**src/design/triangular_window_smoother_core_macros.svh**
```systemverilog
// assertion macros shared by the smoother rtl
`ifndef TRIANGULAR_WINDOW_SMOOTHER_CORE_MACROS_SVH
`define TRIANGULAR_WINDOW_SMOOTHER_CORE_MACROS_SVH

`ifndef SYNTH

`define TWS_ASSERT_SAME(lbl, ck, rs, ant, con) \
  lbl: assert property (@(posedge ck) disable iff (rs) (ant) |-> (con)) \
    else $error("assertion failed: same-cycle implication");

`define TWS_ASSERT_NEXT(lbl, ck, rs, ant, con) \
  lbl: assert property (@(posedge ck) disable iff (rs) (ant) |=> (con)) \
    else $error("assertion failed: next-cycle implication");

`else

`define TWS_ASSERT_SAME(lbl, ck, rs, ant, con)

`define TWS_ASSERT_NEXT(lbl, ck, rs, ant, con)

`endif

`endif

```
**src/design/tws_pkg.sv**
```systemverilog
// shared constants, types and weight functions for the smoother
package tws_pkg;

  localparam int MAX_WINDOW  = 15;
  localparam int SAMPLE_BITS = 16;
  localparam int WIN_W       = 4;
  localparam int WEIGHT_W    = 4;
  localparam int SUM_W       = 23;
  localparam int MAG_W       = 22;
  localparam int DIVISOR_W   = 7;
  localparam int CNT_W       = $clog2(MAX_WINDOW);
  localparam int STEP_W      = $clog2(MAG_W);
  localparam int ADDR_W      = 3;

  localparam logic WORD_WINDOW_SIZE = 1'b0;
  localparam logic [WIN_W-1:0] WINDOW_RESET = 4'd5;

  typedef logic signed [SAMPLE_BITS-1:0] sample_t;
  typedef logic signed [SUM_W-1:0] psum_t;

  typedef enum logic [4:0] {
    S_IDLE = 5'b00001,
    S_SUM  = 5'b00010,
    S_LOAD = 5'b00100,
    S_DIV  = 5'b01000,
    S_PEND = 5'b10000
  } state_t;

  function automatic logic [WIN_W-1:0] center_of(input logic [WIN_W-1:0] w);
    logic [WIN_W:0] wp;
    wp = {1'b0, w} + 1'b1;
    return wp[WIN_W:1];
  endfunction

  function automatic logic [WEIGHT_W-1:0] cell_weight(input logic [CNT_W-1:0] idx,
                                                      input logic [WIN_W-1:0] w);
    logic [WIN_W-1:0] c;
    logic [WEIGHT_W-1:0] wt;
    c = center_of(w);
    if (idx < c) begin
      wt = WEIGHT_W'(idx) + 1'b1;
    end else if (idx < w) begin
      wt = WEIGHT_W'(w - idx);
    end else begin
      wt = '0;
    end
    return wt;
  endfunction

  function automatic logic [DIVISOR_W-1:0] weight_total(input logic [WIN_W-1:0] w);
    logic [WIN_W-1:0] c;
    logic [2*WIN_W-1:0] sq;
    c = center_of(w);
    sq = c * c;
    return sq[DIVISOR_W-1:0];
  endfunction

  function automatic logic [WIN_W-1:0] fix_window(input logic [WIN_W-1:0] v);
    logic [WIN_W-1:0] r;
    if (v[0]) begin
      r = v;
    end else if (v == '0) begin
      r = WIN_W'(1);
    end else begin
      r = v - 1'b1;
    end
    return r;
  endfunction

endpackage

```
**src/design/tws_cell.sv**
```systemverilog
// one tap of the delay line with its weighted partial-sum stage
module tws_cell (
  input  logic                          clk,
  input  logic                          rst,
  input  logic                          shift,
  input  tws_pkg::sample_t              sample_in,
  input  logic [tws_pkg::WEIGHT_W-1:0]  weight,
  input  tws_pkg::psum_t                psum_in,
  output tws_pkg::sample_t              sample_out,
  output tws_pkg::psum_t                psum_out
);
  import tws_pkg::*;

  sample_t sample;
  psum_t   psum;
  logic signed [WEIGHT_W+SAMPLE_BITS:0] prod;

  assign prod = $signed({1'b0, weight}) * sample;

  always_ff @(posedge clk) begin
    if (rst) begin
      sample <= '0;
    end else if (shift) begin
      sample <= sample_in;
    end
  end

  always_ff @(posedge clk) begin
    psum <= psum_in + SUM_W'(prod);
  end

  assign sample_out = sample;
  assign psum_out   = psum;

endmodule

```
**src/design/tws_divider.sv**
```systemverilog
// restoring signed divider, one quotient bit per cycle, truncating toward zero
module tws_divider (
  input  logic                           clk,
  input  logic                           rst,
  input  logic                           start,
  input  tws_pkg::psum_t                 dividend,
  input  logic [tws_pkg::DIVISOR_W-1:0]  divisor,
  output logic                           done,
  output tws_pkg::sample_t               quotient
);
  import tws_pkg::*;

  logic                 busy;
  logic                 finish;
  logic [STEP_W-1:0]    step;
  logic [DIVISOR_W-1:0] rem;
  logic [DIVISOR_W-1:0] rem_next;
  logic [DIVISOR_W-1:0] dvs;
  logic [MAG_W-1:0]     quo;
  logic                 neg;
  logic [DIVISOR_W:0]   trial;
  logic                 qbit;
  logic [SUM_W-1:0]     absval;
  logic [MAG_W-1:0]     qsigned;

  assign absval   = dividend[SUM_W-1] ? (SUM_W'(0) - dividend) : dividend;
  assign trial    = {rem, quo[MAG_W-1]};
  assign qbit     = trial >= {1'b0, dvs};
  assign rem_next = qbit ? DIVISOR_W'(trial - {1'b0, dvs}) : trial[DIVISOR_W-1:0];

  always_ff @(posedge clk) begin
    if (rst) begin
      busy   <= 1'b0;
      finish <= 1'b0;
      step   <= '0;
    end else begin
      finish <= 1'b0;
      if (start) begin
        busy <= 1'b1;
        step <= '0;
      end else if (busy) begin
        step <= step + 1'b1;
        if (step == STEP_W'(MAG_W - 1)) begin
          busy   <= 1'b0;
          finish <= 1'b1;
        end
      end
    end
  end

  always_ff @(posedge clk) begin
    if (start) begin
      rem <= '0;
      quo <= absval[MAG_W-1:0];
      neg <= dividend[SUM_W-1];
      dvs <= divisor;
    end else if (busy) begin
      rem <= rem_next;
      quo <= {quo[MAG_W-2:0], qbit};
    end
  end

  assign qsigned  = neg ? (MAG_W'(0) - quo) : quo;
  assign quotient = qsigned[SAMPLE_BITS-1:0];
  assign done     = finish;

`include "triangular_window_smoother_core_macros.svh"

  `TWS_ASSERT_NEXT(a_start_busy, clk, rst, start, busy)
  `TWS_ASSERT_SAME(a_done_idle, clk, rst, done, !busy)

endmodule

```
**src/design/triangular_window_smoother_core.sv**
```systemverilog
// top level of the triangular window smoother: cell row, divider, control, ports
//
//  channel | direction | transaction content
//  s_*     | in        | tdata: sample[15:0]; tuser: restart
//  m_*     | out       | tdata: smoothed[15:0]; tuser: window_full
//  apb     | in        | word 0: window_size[3:0]
//
// one item at a time: a new input is taken only in idle, after the 15-cell partial-sum pass,
// the load state, the 22-step divider with its done pulse and the move into the output
// register, which waits while a held result there is not yet taken
// the next sample is taken while a finished result waits in the output register
// rst is synchronous, active high; window_size returns to 5, fill count to zero
module triangular_window_smoother_core (
  input  logic                        clk,
  input  logic                        rst,
  input  logic                        s_tvalid,
  output logic                        s_tready,
  input  logic [15:0]                 s_tdata,   // sample[15:0]
  input  logic                        s_tuser,   // restart
  output logic                        m_tvalid,
  input  logic                        m_tready,
  output logic [15:0]                 m_tdata,   // smoothed[15:0]
  output logic                        m_tuser,   // window_full
  input  logic                        psel,
  input  logic                        penable,
  input  logic                        pwrite,
  input  logic [tws_pkg::ADDR_W-1:0]  paddr,
  input  logic [31:0]                 pwdata,
  output logic [31:0]                 prdata,
  output logic                        pready
);
  import tws_pkg::*;

  state_t             state;
  state_t             state_next;
  logic [WIN_W-1:0]   window_size;
  logic [CNT_W-1:0]   fill_count;
  logic [CNT_W-1:0]   fill_next;
  logic [CNT_W-1:0]   cnt;
  logic               full;
  logic               accept;
  logic               out_free;
  sample_t            result;
  logic               div_done;
  sample_t            div_quo;

  sample_t            samp [MAX_WINDOW];
  psum_t              psum [MAX_WINDOW];

  assign accept   = s_tvalid && s_tready;
  assign s_tready = (state == S_IDLE);
  assign out_free = !m_tvalid || m_tready;
  assign pready   = 1'b1;
  assign prdata   = (paddr[2] == WORD_WINDOW_SIZE) ? {28'd0, window_size} : 32'd0;

  always_ff @(posedge clk) begin
    if (rst) begin
      window_size <= WINDOW_RESET;
    end else if (psel && penable && pwrite && pready && paddr[2] == WORD_WINDOW_SIZE) begin
      window_size <= fix_window(pwdata[WIN_W-1:0]);
    end
  end

  genvar k;
  generate
    for (k = 0; k < MAX_WINDOW; k++) begin : g_cell
      sample_t sin;
      psum_t   pin;
      if (k == 0) begin : g_head
        assign sin = s_tdata;
        assign pin = '0;
      end else begin : g_body
        assign sin = samp[k-1];
        assign pin = psum[k-1];
      end
      tws_cell u_cell (
        .clk        (clk),
        .rst        (rst),
        .shift      (accept),
        .sample_in  (sin),
        .weight     (cell_weight(CNT_W'(k), window_size)),
        .psum_in    (pin),
        .sample_out (samp[k]),
        .psum_out   (psum[k])
      );
    end
  endgenerate

  tws_divider u_div (
    .clk      (clk),
    .rst      (rst),
    .start    (state == S_LOAD),
    .dividend (psum[MAX_WINDOW-1]),
    .divisor  (weight_total(window_size)),
    .done     (div_done),
    .quotient (div_quo)
  );

  always_comb begin
    if (s_tuser) begin
      fill_next = CNT_W'(1);
    end else if (fill_count < CNT_W'(MAX_WINDOW)) begin
      fill_next = fill_count + 1'b1;
    end else begin
      fill_next = fill_count;
    end
  end

  always_comb begin
    state_next = state;
    case (state)
      S_IDLE: begin
        if (accept) state_next = S_SUM;
      end
      S_SUM: begin
        if (cnt == CNT_W'(MAX_WINDOW - 1)) state_next = S_LOAD;
      end
      S_LOAD: begin
        state_next = S_DIV;
      end
      S_DIV: begin
        if (div_done) state_next = S_PEND;
      end
      S_PEND: begin
        if (out_free) state_next = S_IDLE;
      end
      default: begin
        state_next = S_IDLE;
      end
    endcase
  end

  always_ff @(posedge clk) begin
    if (rst) begin
      state      <= S_IDLE;
      fill_count <= '0;
      cnt        <= '0;
      m_tvalid   <= 1'b0;
    end else begin
      state <= state_next;
      if (accept) begin
        fill_count <= fill_next;
        cnt        <= '0;
      end else if (state == S_SUM) begin
        cnt <= cnt + 1'b1;
      end
      if (state == S_PEND && out_free) begin
        m_tvalid <= 1'b1;
      end else if (m_tready) begin
        m_tvalid <= 1'b0;
      end
    end
  end

  always_ff @(posedge clk) begin
    if (accept) begin
      full <= (fill_next >= window_size);
    end
    if (div_done) begin
      result <= full ? div_quo : '0;
    end
    if (state == S_PEND && out_free) begin
      m_tdata <= result;
      m_tuser <= full;
    end
  end

`include "triangular_window_smoother_core_macros.svh"

  `TWS_ASSERT_SAME(a_done_in_div, clk, rst, div_done, state == S_DIV)
  `TWS_ASSERT_NEXT(a_sum_to_load, clk, rst,
                   state == S_SUM && cnt == CNT_W'(MAX_WINDOW - 1), state == S_LOAD)
  `TWS_ASSERT_SAME(a_empty_is_zero, clk, rst, m_tvalid && !m_tuser, m_tdata == '0)
  `TWS_ASSERT_NEXT(a_fill_nonzero, clk, rst, accept, fill_count != '0)

endmodule

```
**config.mk**
```make
export PLATFORM = sky130hd
export DESIGN_NAME = triangular_window_smoother_core
export DESIGN_NICKNAME = d
export VERILOG_FILES = /design/src/design/tws_pkg.sv /design/src/design/tws_cell.sv /design/src/design/tws_divider.sv /design/src/design/triangular_window_smoother_core.sv
export VERILOG_INCLUDE_DIRS = /design/src /design/src/design
export SDC_FILE = /design/constraint.sdc
export NUM_CORES = 2
export LEC_CHECK = 0
export ABC_AREA = 1
export BUFFER_PORTS_ARGS = -buffer_cell sky130_fd_sc_hd__buf_2
export CORE_ASPECT_RATIO = 0.8
export CORE_MARGIN = 2
export CORE_UTILIZATION = 40
export CTS_CLUSTER_SIZE = 25
export DETAILED_ROUTE_END_ITERATION = 8
export GPL_TIMING_DRIVEN = 0
export PLACE_DENSITY = 0.58
export SLEW_MARGIN = 0
export SYNTH_ARGS = -nofsm -noshare
export SYNTH_HDL_FRONTEND = slang
export SYNTH_SLANG_ARGS = --single-unit
```
**constraint.sdc**
```tcl
create_clock -name clk -period 10.4 [get_ports clk]
set_clock_uncertainty 0.2 [all_clocks]
set_input_delay 1.04 -clock clk [delete_from_list [all_inputs] [get_ports clk]]
set_output_delay 1.04 -clock clk [all_outputs]
set_load 0.005 [all_outputs]
```
==> impl_table.tex <==
\begin{tabular}{lr}
\hline
Metric & Value \\
\hline
\multicolumn{2}{l}{\textbf{Run status}} \\
Run status & complete, no violations \\
\multicolumn{2}{l}{\textbf{Logic synthesis}} \\
Most used flip-flop cell after synthesis & dfxtp\_1 \\
Sequential area share after synthesis & 0.205 \\
Dominant cell type by area after synthesis & fa\_1 \\
Share of synthesized flip-flops with an asynchronous set or reset & 0 \\
Top post-synthesis cells by count & 2056 x inv\_1, 1269 x nand2\_1, 967 x nor2\_1 \\
Dominant cells by area after synthesis & fa\_1 24\%, dfxtp\_1 18\%, ha\_1 13\% \\
Syn\_area\_per\_cell & 7.85 µm² \\
Instance count of the mapped netlist & 8812 \\
Area fraction of the dominant cell type after synthesis & 0.236 \\
Ys Warns & 0 \\
Cell with the most instances after synthesis & inv\_1 \\
Number of synthesized register bits & 677 \\
Distinct cell type count after synthesis & 57 \\
Count of flip-flops with a built-in enable after synthesis & 63 \\
Total standard cell area after synthesis & 69100 µm² \\
\multicolumn{2}{l}{\textbf{CTS}} \\
Cts repair resizes & 0 \\
Number of buffers inserted to repair setup after CTS & 0 \\
Number of buffers between clock root and the deepest sink & 3 \\
Hold Buf Count CTS & 0 \\
Number of buffers added by the clock tree synthesis step & 81 \\
Worst-path clk slew & 0.06 ns \\
Clock tree from TritonCTS & yes \\
Worst-Skew Late Latency & 0.71 ns \\
Sinks on the clock net & 677 \\
Max H-tree Level & 3 \\
Cell chosen for the clock root & clkbuf\_16 \\
\multicolumn{2}{l}{\textbf{Power}} \\
Power per unit of standard cell area & 177 nW/µm² \\
Largest vdd supply drop & 133 µV \\
Total power & 13.3 mW \\
Standby leakage power & 39.3 nW \\
\multicolumn{2}{l}{\textbf{Timing}} \\
Setup tns final & 0 ns \\
Fraction of the cycle the final worst path needs & 0.708 \\
Final setup violating endpoints & 0 \\
Max Fclk & 0.136 GHz \\
Final Max Tran Viols & 0 \\
Setup WS post-layout & 3.04 ns \\
Shortest period the worst path allows & 7.36 ns \\
Slew HR & 0.223 \\
Final Hold Violating Endpoints & 0 \\
Slew @ Worst Pin & 1.16 ns \\
Unrepaired setup endpoints after global routing & false \\
\multicolumn{2}{l}{\textbf{Min path}} \\
Endpoint, Worst Hold & m\_tdata[10] \\
Hold-critical path depth & 0 \\
Min-Delay Startpoint & result[10] \\
Tightest Hold Check Type & reg -> reg \\
\multicolumn{2}{l}{\textbf{GRT}} \\
Number of global-route vias before repair & 55700 \\
Largest net degree at the start of global routing & 24 \\
Wire length of the first global-routing pass & 307 mm \\
Total Routing Usage GR & 0.220 \\
Number of antenna violations at the first check in global routing & 7 \\
Residual overflow from global routing & 0 \\
\multicolumn{2}{l}{\textbf{Die}} \\
Starting Density & 0.403 \\
Core box area & 172000 µm² \\
Floorplan row count & 136 \\
Top Ports & 111 \\
Die outline area & 176000 µm² \\
Die width & 469 µm \\
Die height & 376 µm \\
\multicolumn{2}{l}{\textbf{Setup path}} \\
Type of origin of the critical path & flop \\
Reg2reg path depth & 19 \\
R2R Path Start & window\_size[1] \\
Data required time of the critical path & 10.80 ns \\
Flop2flop setup slack & 3.04 ns \\
Worst reg2reg endpoint & g\_cell[7].u\_cell.psum\_out[20] \\
Kind of critical path & reg -> reg \\
Most common cell on crit path & inv\_1 \\
Worst path max stage delay & 0.82 ns \\
Worst path arrival time & 7.76 ns \\
Crit Path Max Fanout & 14 \\
Cells along the critical path & inv\_2, ha\_1, buf\_2, inv\_1, nor3\_1, inv\_1, nor2\_1, inv\_1, fa\_1, fa\_1, inv\_1, fa\_1, ha\_1, nand2\_1, inv\_1, and3\_1, nand4\_1, nand3\_1, xor2\_1 \\
Cell with the largest stage delay on the worst path & nor3\_1 \\
Type of element capturing the critical path & flop \\
\multicolumn{2}{l}{\textbf{Placed design}} \\
Detailed-placement wirelength estimate & 163 mm \\
Pre-CTS setup slack & 3.09 ns \\
Weighted congestion at the end of routability-driven global placement & 0.951 \\
Total of buffers placed on input and output ports & 50 \\
\multicolumn{2}{l}{\textbf{Route}} \\
Final WL & 190 mm \\
Mean number of vias per cell & 4.92 \\
Starting DRT DRC Count & 4141 \\
Routed Antenna Nets & 0 \\
Routed len/inst & 16.7 µm \\
Via Count & 55700 \\
Router iterations before antenna repair & 6 \\
DRC & 0 \\
\multicolumn{2}{l}{\textbf{Final layout}} \\
Total of fill cells in the finished design & 17500 \\
Layout area overhead & 8.79\% \\
Fraction of layout cells with a size suffix above 1 & 0.0436 \\
Final layout net count & 10600 \\
\multicolumn{2}{l}{\textbf{Run}} \\
Total of max-cap violations & 0 \\
\hline
\end{tabular}
through the flow:
step                 util  std cells  hold WS [ns]  instance area [µm²]
floorplan               -       8839         0.200                69200
detailed placement  0.421      11200         0.206                72400
global placement    0.421      11200         0.204                72300
global route        0.438      11300         0.223                75200
finish              0.438      11300         0.212                75200
CTS                 0.438      11300         0.216                75200
worst max-delay path: cells and delay by family, from the launching register on:
| family | cells | cell delay (ns) |
|---|---|---|
| buffers and inverters | 7 | 1.65 |
| DFF | 1 | 0.74 |
| and+or+nand+nor | 6 | 1.91 |
| adders and majority gates | 5 | 2.51 |
| xor gates and xnor gates | 1 | 0.23 |
per-layer routing:
layer	routed length, µm	global-route usage	up-vias
li1	-	-	27300
met1	95600	0.335	26800
met2	78400	0.325	1395
met3	12200	0.0375	185
met4	3360	0.0400	2
met5	8	0	-
power by group:
group,internal (mW),leakage (nW),switching (mW),total (mW)
clock network,1.82,1.37,1.27,3.09
logic,2.24,32.2,4.15,6.39
registers,3.41,5.69,0.430,3.84
total,7.48,39.3,5.85,13.3
layout make-up:
cell class                 count  area [µm²]  area share
multi-input combinational   5881       46300       0.615
inverter                    2095        7870       0.105
antenna                        3        7.51   0.0000998
tap                         2277        2850      0.0379
timing repair buffer          51         262     0.00348
sequential                   677       14200       0.189
buffer                       186         928      0.0123
clock buffer                 110        2310      0.0307
clock inverter                39         542     0.00720
cell usage in the layout (no fill, tap or decap), types with 25 or more instances in the layout:
cell	Yosys	routed
buf_2	70	120
fa_1	815	815
xnor2_1	97	97
nor3_1	58	57
inv_2	34	34
nand4_1	80	80
clkbuf_16	0	83
buf_4	34	34
o21ai_0	461	461
xor2_1	239	239
dfxtp_1	614	614
a21oi_1	615	615
conb_1	2	29
nor2_1	967	967
o21bai_1	26	26
edfxtp_1	63	63
a21o_1	45	45
a31oi_1	25	25
clkbuf_1	79	93
nand3_1	282	282
inv_1	2056	2056
nand2_1	1269	1269
ha_1	718	718
sequential cells by signal, indices dropped and copies added, names as in the netlist, 4 cells and up:
register	flops
u_div.quo	22
u_div.rem	7
g_cell.u_cell.psum_out	342
u_div.dvs	6
cnt	4
m_tdata	16
fill_count	4
result	16
u_div.step	5
window_size	4
state	5
g_cell.u_cell.sample_out	240
how the worst max path moves through the flow:
stage                              start  slack (ns)                              to
after CTS                 window_size[1]        3.05   g_cell[7].u_cell.psum_out[20]
after floorplan           window_size[1]        5.07  g_cell[14].u_cell.psum_out[20]
after global placement    window_size[1]        3.07   g_cell[7].u_cell.psum_out[20]
final                     window_size[1]        3.04   g_cell[7].u_cell.psum_out[20]
after detailed placement  window_size[1]        3.09   g_cell[7].u_cell.psum_out[20]
after global routing      window_size[1]        2.67  g_cell[14].u_cell.psum_out[19]
cell families after synthesis:
group | Yosys count | share of synthesized area
and+or+nand+nor | 2736 | 0.162
buffers and inverters | 2281 | 0.127
adders and majority gates | 1533 | 0.366
AOI/OAI and AO/OA | 1247 | 0.0966
DFF | 677 | 0.205
xor gates and xnor gates | 336 | 0.0426
other | 2 | 0.000109
No activity file was read; power rests on OpenSTA's default activity.
